===== src/hdl/fqc_pkg.sv =====
`timescale 1ns / 1ps
// package for the fifo queue with cursor: sizes, mode codes, transaction types
// no dependencies
package fqc_pkg;

  // queue depth and derived widths
  localparam int unsigned DEPTH = 16;
  localparam int unsigned IDX_W = $clog2(DEPTH);
  localparam int unsigned CNT_W = $clog2(DEPTH + 1);
  localparam int unsigned DATA_W = 32;
  localparam int unsigned MODE_W = 3;

  // operation codes
  localparam logic [MODE_W-1:0] MODE_PUSH   = 3'd0;
  localparam logic [MODE_W-1:0] MODE_POP    = 3'd1;
  localparam logic [MODE_W-1:0] MODE_CRESET = 3'd2;
  localparam logic [MODE_W-1:0] MODE_CADV   = 3'd3;
  localparam logic [MODE_W-1:0] MODE_CREAD  = 3'd4;
  localparam logic [MODE_W-1:0] MODE_REMOVE = 3'd5;

  // input transaction
  typedef struct packed {
    logic [MODE_W-1:0]        mode;
    logic signed [DATA_W-1:0] data_in;
  } fqc_req_t;

  // result transaction
  typedef struct packed {
    logic                     ok;
    logic signed [DATA_W-1:0] data_out;
    logic [CNT_W-1:0]         fill_count;
    logic                     cursor_ok;
  } fqc_rsp_t;

  // per-cell control
  typedef struct packed {
    logic load;
    logic shift;
  } fqc_cell_ctrl_t;

endpackage


===== src/hdl/fqc_cell.sv =====
`timescale 1ns / 1ps
// one storage cell of the compacting queue chain
// depends on fqc_pkg
module fqc_cell (
  input  logic                             clk_i,
  input  fqc_pkg::fqc_cell_ctrl_t          ctrl_i,
  input  logic signed [fqc_pkg::DATA_W-1:0] push_data_i,
  input  logic signed [fqc_pkg::DATA_W-1:0] next_data_i,
  output logic signed [fqc_pkg::DATA_W-1:0] data_o
);
  import fqc_pkg::*;

  logic signed [DATA_W-1:0] data_q;
  logic signed [DATA_W-1:0] data_d;

  // take the neighbor's word on a shift, the pushed word on a load
  always_comb begin
    data_d = data_q;
    if (ctrl_i.shift) begin
      data_d = next_data_i;
    end else if (ctrl_i.load) begin
      data_d = push_data_i;
    end
  end

  // payload register, no reset needed
  always_ff @(posedge clk_i) begin
    data_q <= data_d;
  end

  assign data_o = data_q;

endmodule


===== src/hdl/fifo_queue_with_cursor.sv =====
`timescale 1ns / 1ps
// top level of the fifo queue with cursor: control, cell chain, result register
// depends on fqc_pkg and fqc_cell
//
// Usage: one input channel (in_valid_i / in_stall_o / in_req_i) carries an
// operation code and a push value; one output channel (out_valid_o /
// out_stall_i / out_rsp_o) returns exactly one result per accepted transaction.
// Entries sit compacted in a row of DEPTH cells, head in cell 0. A pop or a
// remove at the cursor shifts all later cells down by one in the same cycle.
// The result is registered and appears on out_rsp_o in the cycle after acceptance.
// Throughput: one transaction per cycle while no result waits under out_stall_i,
// set by the cell shift and the registered result stage.
// The result register is the only buffer: while a result waits under
// out_stall_i the input is stalled, and it is accepted again in the cycle
// the waiting result is taken.
// Reset (rst_ni low, asynchronous) empties the queue, invalidates the cursor
// and drops any pending result; cell contents are left as they are and are
// never read before being written by a push.
module fifo_queue_with_cursor (
  input  logic              clk_i,
  input  logic              rst_ni,
  input  logic              in_valid_i,
  output logic              in_stall_o,
  input  fqc_pkg::fqc_req_t in_req_i,
  output logic              out_valid_o,
  input  logic              out_stall_i,
  output fqc_pkg::fqc_rsp_t out_rsp_o
);
  import fqc_pkg::*;

  logic [CNT_W-1:0] held_q, held_d;
  logic [IDX_W-1:0] pos_q, pos_d;
  logic             live_q, live_d;
  logic             out_valid_q;
  fqc_rsp_t         rsp_q, rsp_d;

  logic                     fire;
  logic                     live_eff;
  logic                     empty;
  logic                     full;
  logic                     load_en;
  logic                     shift_en;
  logic [IDX_W-1:0]         shift_base;
  logic                     ok;
  logic signed [DATA_W-1:0] result;
  logic signed [DATA_W-1:0] cur_data;

  logic signed [DATA_W-1:0] slot [DEPTH];
  fqc_cell_ctrl_t           cell_ctrl [DEPTH];

  // handshake
  assign in_stall_o  = out_valid_q && out_stall_i;
  assign fire        = in_valid_i && !in_stall_o;
  assign out_valid_o = out_valid_q;
  assign out_rsp_o   = rsp_q;

  // queue status
  assign live_eff = live_q && (CNT_W'(pos_q) < held_q);
  assign empty    = (held_q == '0);
  assign full     = (held_q == CNT_W'(DEPTH));
  assign cur_data = slot[pos_q];

  // operation decode
  always_comb begin
    held_d     = held_q;
    pos_d      = pos_q;
    live_d     = live_eff;
    load_en    = 1'b0;
    shift_en   = 1'b0;
    shift_base = '0;
    ok         = 1'b0;
    result     = '0;
    case (in_req_i.mode)
      MODE_PUSH: begin
        if (!full) begin
          load_en = 1'b1;
          held_d  = held_q + CNT_W'(1);
          ok      = 1'b1;
        end
      end
      MODE_POP: begin
        if (!empty) begin
          result   = slot[0];
          shift_en = 1'b1;
          held_d   = held_q - CNT_W'(1);
          if (live_eff) begin
            if (pos_q == '0) begin
              live_d = 1'b0;
            end else begin
              pos_d = pos_q - IDX_W'(1);
            end
          end
          ok = 1'b1;
        end
      end
      MODE_CRESET: begin
        if (!empty) begin
          pos_d  = '0;
          live_d = 1'b1;
          ok     = 1'b1;
        end
      end
      MODE_CADV: begin
        if (live_eff) begin
          if ((CNT_W'(pos_q) + CNT_W'(1)) < held_q) begin
            pos_d = pos_q + IDX_W'(1);
          end
          ok = 1'b1;
        end
      end
      MODE_CREAD: begin
        if (live_eff) begin
          result = cur_data;
          ok     = 1'b1;
        end
      end
      MODE_REMOVE: begin
        if (live_eff) begin
          result     = cur_data;
          shift_en   = 1'b1;
          shift_base = pos_q;
          held_d     = held_q - CNT_W'(1);
          if (CNT_W'(pos_q) >= (held_q - CNT_W'(1))) begin
            live_d = 1'b0;
          end
          ok = 1'b1;
        end
      end
      default: begin
      end
    endcase
    rsp_d.ok         = ok;
    rsp_d.data_out   = result;
    rsp_d.fill_count = held_d;
    rsp_d.cursor_ok  = live_d;
  end

  // cell chain: each cell loads on push at the tail or takes its neighbor on a shift
  for (genvar i = 0; i < DEPTH; i++) begin : g_cell
    logic signed [DATA_W-1:0] next_data;

    if (i == DEPTH - 1) begin : g_last
      assign next_data = '0;
    end else begin : g_mid
      assign next_data = slot[i+1];
    end

    assign cell_ctrl[i].load  = fire && load_en && (CNT_W'(i) == held_q);
    assign cell_ctrl[i].shift = fire && shift_en && (IDX_W'(i) >= shift_base)
                                && ((CNT_W'(i) + CNT_W'(1)) < held_q);

    fqc_cell u_cell (
      .clk_i       (clk_i),
      .ctrl_i      (cell_ctrl[i]),
      .push_data_i (in_req_i.data_in),
      .next_data_i (next_data),
      .data_o      (slot[i])
    );
  end

  // control state
  always_ff @(posedge clk_i or negedge rst_ni) begin
    if (!rst_ni) begin
      held_q      <= '0;
      pos_q       <= '0;
      live_q      <= 1'b0;
      out_valid_q <= 1'b0;
    end else begin
      if (fire) begin
        held_q      <= held_d;
        pos_q       <= pos_d;
        live_q      <= live_d;
        out_valid_q <= 1'b1;
      end else if (!out_stall_i) begin
        out_valid_q <= 1'b0;
      end
    end
  end

  // result register
  always_ff @(posedge clk_i) begin
    if (fire) begin
      rsp_q <= rsp_d;
    end
  end

  // count never exceeds the depth
  assert property (@(posedge clk_i) disable iff (!rst_ni) held_q <= CNT_W'(DEPTH))
    else $error("fill count above depth");

  // a live cursor always points at a held entry
  assert property (@(posedge clk_i) disable iff (!rst_ni)
    live_q |-> (CNT_W'(pos_q) < held_q))
    else $error("cursor points past the tail");

  // push into a full queue reports failure and keeps the count
  assert property (@(posedge clk_i) disable iff (!rst_ni)
    (fire && in_req_i.mode == MODE_PUSH && full)
    |=> (!out_rsp_o.ok && out_rsp_o.fill_count == CNT_W'(DEPTH)))
    else $error("push into full queue misreported");

  // pop of a non-empty queue drops the count by one
  assert property (@(posedge clk_i) disable iff (!rst_ni)
    (fire && in_req_i.mode == MODE_POP && !empty)
    |=> (out_rsp_o.ok && held_q == $past(held_q) - CNT_W'(1)))
    else $error("pop count mismatch");

  // a result never overwrites a waiting one
  assert property (@(posedge clk_i) disable iff (!rst_ni)
    (out_valid_q && out_stall_i) |-> !fire)
    else $error("input taken while result stalled");

endmodule


===== config.mk =====
export PLATFORM = sky130hd
export DESIGN_NAME = fifo_queue_with_cursor
export DESIGN_NICKNAME = d
export VERILOG_FILES = /design/src/hdl/fqc_pkg.sv /design/src/hdl/fqc_cell.sv /design/src/hdl/fifo_queue_with_cursor.sv
export SDC_FILE = /design/constraint.sdc
export NUM_CORES = 1
export LEC_CHECK = 0
export BUFFER_PORTS_ARGS = -buffer_cell sky130_fd_sc_hd__clkbuf_2
export CAP_MARGIN = 0
export CORE_MARGIN = 4
export CORE_UTILIZATION = 45
export CTS_BUF_LIST = sky130_fd_sc_hd__clkbuf_2 sky130_fd_sc_hd__clkbuf_4 sky130_fd_sc_hd__clkbuf_8
export DETAILED_ROUTE_END_ITERATION = 16
export PLACE_DENSITY = 0.62
export SYNTH_ARGS = -nofsm -noshare
export SYNTH_HDL_FRONTEND = slang
export SYNTH_SLANG_ARGS = --single-unit

===== constraint.sdc =====
create_clock -name clk_i -period 5.9 [get_ports clk_i]
set_input_delay 0.59 -clock clk_i [delete_from_list [all_inputs] [get_ports clk_i]]
set_output_delay 0.59 -clock clk_i [all_outputs]
set_load 0.005 [all_outputs]

==> results list <==
- Max-capacitance violation count: 0
- Placed standard-cell area: 30300 um2
- In this run the deepest clock path goes through 3 buffers.
- Entering global routing, the biggest net connects 51 pins.
- CTS Buf Count: 95
- After clock tree synthesis, the clock-pin slew on the worst setup and hold paths is 0.06 ns.
* Die area: 68700 um2
* DRT iter0 DRCs: 1321
* Most instantiated library cell after synthesis: edfxtp_1
* Total number of H-tree levels: 3
* Vert. Die Dim: 262 um
- Core footprint: 63500 um2
* Clock Sink Count: 562
- Critical-path cell with the highest stage delay: o21ai_2
- Area delta synth->final: 10.9%
- Per-cell routed wire length: 27.7 um
* Number of nets in the final layout: 1930
- For the pin with the worst max-slew slack, the measured transition is 1.15 ns.
* Pre-CTS worst setup slack: 1.55 ns
- Synth Flop Type: edfxtp_1
- Minimum period implied by the final worst setup slack: 4.39 ns
- The worst setup path is launched from a flop.
* Routability congestion estimate from global placement: 0.852
- Yosys mapped the design onto 71 distinct sky130hd cell types.
* TritonCTS clock tree: done
* Wire length of the first global-routing pass: 114 mm
- I/O pin total: 80
- Worst slew slack as a fraction of its limit: 23.6%
* Total number of yosys warnings: 0
* Utilization after layout: 50.7%
* Mean instance size in the synthesized netlist: 16.2 um2
- Synth area leaders: edfxtp_1 (54%), mux2_2 (15%), mux4_2 (12%), mux2_4 (2.8%), dfxtp_1 (2.2%)
* Post-route antenna net violation count: 0
- Hold violation count in the final report: 0
* Synth Instances: 1789
* Layout Cell Area excl Fill: 32200 um2
- Once the clock tree was built, the resizer swapped 0 gates to a different size.
- The cell area that synthesis handed to floorplanning was 29100 um2.
- Clock Skews: 0.0528 ns
- The flow ran to the end, and the final reports show no timing, DRC or antenna violations.
- The HPWL after detailed placement is 45.8 mm.
- Leakage Power: 10.9 nW
* Classification of the worst setup path: reg2reg
- The number of max-slew violations in the final report was 0.
- In the routed layout, each cell is associated on average with a via count of 5.99.
- Share of synthesized area occupied by flip-flops and latches: 56.8%
- Antenna violations before repair: 1
* Post-Layout Cell Count: 2792
- Tot GR Track Use: 22.6%
* Final critical-path share of the clock period: 74.4%
- Cell-by-cell trace of the critical path: inv_1, ha_1, nor4b_4, a211oi_2, o21ai_2, a311o_2, buf_4, mux2_2
* Largest stage delay, worst path: 0.90 ns
- The worst setup path is captured at a flop.
- Setup repair after global routing left no endpoint under its margin.
* Final WS setup: 1.51 ns
- VDD sags by at most 0.221 mV.
* Cell at the root of the clock tree: clkbuf_8
- Kind of path behind the tightest hold check: in2reg
- Area share of the leading cell type in the synthesized netlist: 53.6%
- For the worst setup path, the data required time is 6.33 ns.
- Data arrival time of the critical path: 4.82 ns
- Count of unresolved DRC violations after routing: 0
- Row count: 92
* CP max FO: 25
- Summed over all layers, the routed wires come to 77.3 mm.
- Clock latency of the later-clocked register in the worst-skew pair: 0.71 ns
- Global routing finished with a remaining overflow of 0.
* Horizontal die dimension: 262 um
* Async set-reset flop share out of synthesis: 1.96%
- Synthesized net count: 1851
- Timing-limited maximum frequency: 228 MHz
* Final Setup Violations: 0
- The synthesized design contains 562 register bits.
- Dividing total power by cell area gives a power density of 373 nW/um2.
* Number of enable-type register cells in the synthesized netlist: 519
- Top cell types by occurrence after synthesis: edfxtp_1 (519), mux2_2 (384), mux4_2 (160), nand2_1 (118), clkbuf_1 (66)
- # port buffers: 79
* Cell taking the most area after synthesis: edfxtp_1
- The number of placed instances, taps included, is 2616.
- Number of detailed-routing iterations run before antenna repair: 5
- Total negative slack: 0 ns
- Summing over every cut layer, the via total after detailed routing is 16700.
- Initial core utilization: 45.7%
- Share of post-route cells with drive strength above 1: 48.7%
- Number of global-route vias before repair: 17300
* Buffer count from post-CTS setup fixing: 0
[area by class of cell]
| class | instances | area [um2] |
|---|---|---|
| flip-flops and latches | 562 | 16500 |
| well taps | 846 | 1060 |
| inverters | 48 | 180 |
| diodes | 1 | 2.50 |
| multi-input cells | 1029 | 11700 |
| clock buffers | 158 | 1870 |
| clock inverters | 16 | 83.8 |
| fillers | 5344 | 31300 |
| repair buffers | 132 | 796 |
[sequential cells by signal, summed over array words and instances (netlist names)]
register and flops:
g_cell.u_cell.data_o 512, held_q 5, live_q 1, out_rsp_o 39, out_valid_o 1, pos_q 4
[layer usage]
metal,global-route usage [%],wire [um]
met1,32.2,34100
met2,36.1,36800
met3,4.02,4860
met4,6.37,1610
met5,0,0
[placed cells by master (no fill, tap or decap), types with 3 or more instances in the layout]
cell type / instances
clkinv_1: 5
a21o_1: 7
nor2b_1: 5
ha_1: 22
mux2_2: 384
inv_1: 46
buf_4: 52
a211oi_4: 8
mux2_4: 55
a31oi_1: 11
clkbuf_8: 109
and3_1: 4
nand2_1: 118
dfrtp_4: 3
and2_1: 4
xnor2_1: 6
nor3_1: 8
dfxtp_1: 32
a21oi_1: 46
nand2b_1: 5
nor2_1: 22
o31ai_1: 6
edfxtp_1: 519
clkbuf_2: 79
clkinv_2: 8
o21ai_0: 45
xor2_1: 3
clkbuf_4: 49
or2_2: 4
dfrtp_1: 7
nand3_1: 8
a21o_2: 4
a31o_2: 3
mux2_1: 41
mux4_2: 160
[logic make-up (layout without fill, tap and decap cells)]
| kind of cell | Yosys count | count (layout) | synth area share (%) |
|---|---|---|---|
| fa+ha+maj | 23 | 23 | 1.02 |
| xor+xnor | 9 | 9 | 0.271 |
| simple gates | 191 | 191 | 2.95 |
| compound gates | 165 | 165 | 3.96 |
| buf+inv | 198 | 354 | 3.29 |
| mux | 641 | 641 | 31.7 |
| other cells | 0 | 1 | 0 |
| flops | 562 | 562 | 56.8 |
[final timing paths]
| check | endpoint | depth (start not counted) | from | slack [ns] |
|---|---|---|---|---|
| setup / recovery | g_cell[13].u_cell.data_o[15] | 8 | held_q[1] | 1.51 |
| hold / removal | out_valid_o | 2 | in_valid_i | 0.10 |
| setup reg to reg | g_cell[13].u_cell.data_o[15] | 8 | held_q[1] | 1.51 |
| hold reg to reg | g_cell[15].u_cell.data_o[14] | 2 | g_cell[15].u_cell.data_o[14] | 0.47 |
| max in group asynchronous | pos_q[2] | 2 | rst_ni | 5.25 |
| min in group asynchronous | held_q[0] | 2 | rst_ni | 0.32 |
[where the power goes]
part	switching, mW	internal [mW]
Clock	1.61	1.99
Combinational	1.89	1.67
Sequential	0.210	4.65
[through the flow]
step | total power [mW] | hold slack (ns)
3_3_place_gp | 8.50 | 0.451
5_1_grt | 12.6 | 0.0822
3_5_place_dp | 8.53 | 0.461
2_1_floorplan | 7.50 | 0.294
4_1_cts | 12.1 | 0.0286
6_report | 12.0 | 0.101
[worst max-delay path: cells and delay by family (launching register included)]
kind	cells	cell delay, ns
compound gates	3	1.83
buf+inv	2	0.59
fa+ha+maj	1	0.44
flops	1	0.47
mux	1	0.35
simple gates	1	0.43
[repair_timing]
action / in CTS / in global routing
setup endpoints to repair: 0 / 0
hold buffers: 1 / 0
endpoints found under the hold margin: 11 / 0
No activity file was read; power rests on OpenSTA's default activity.
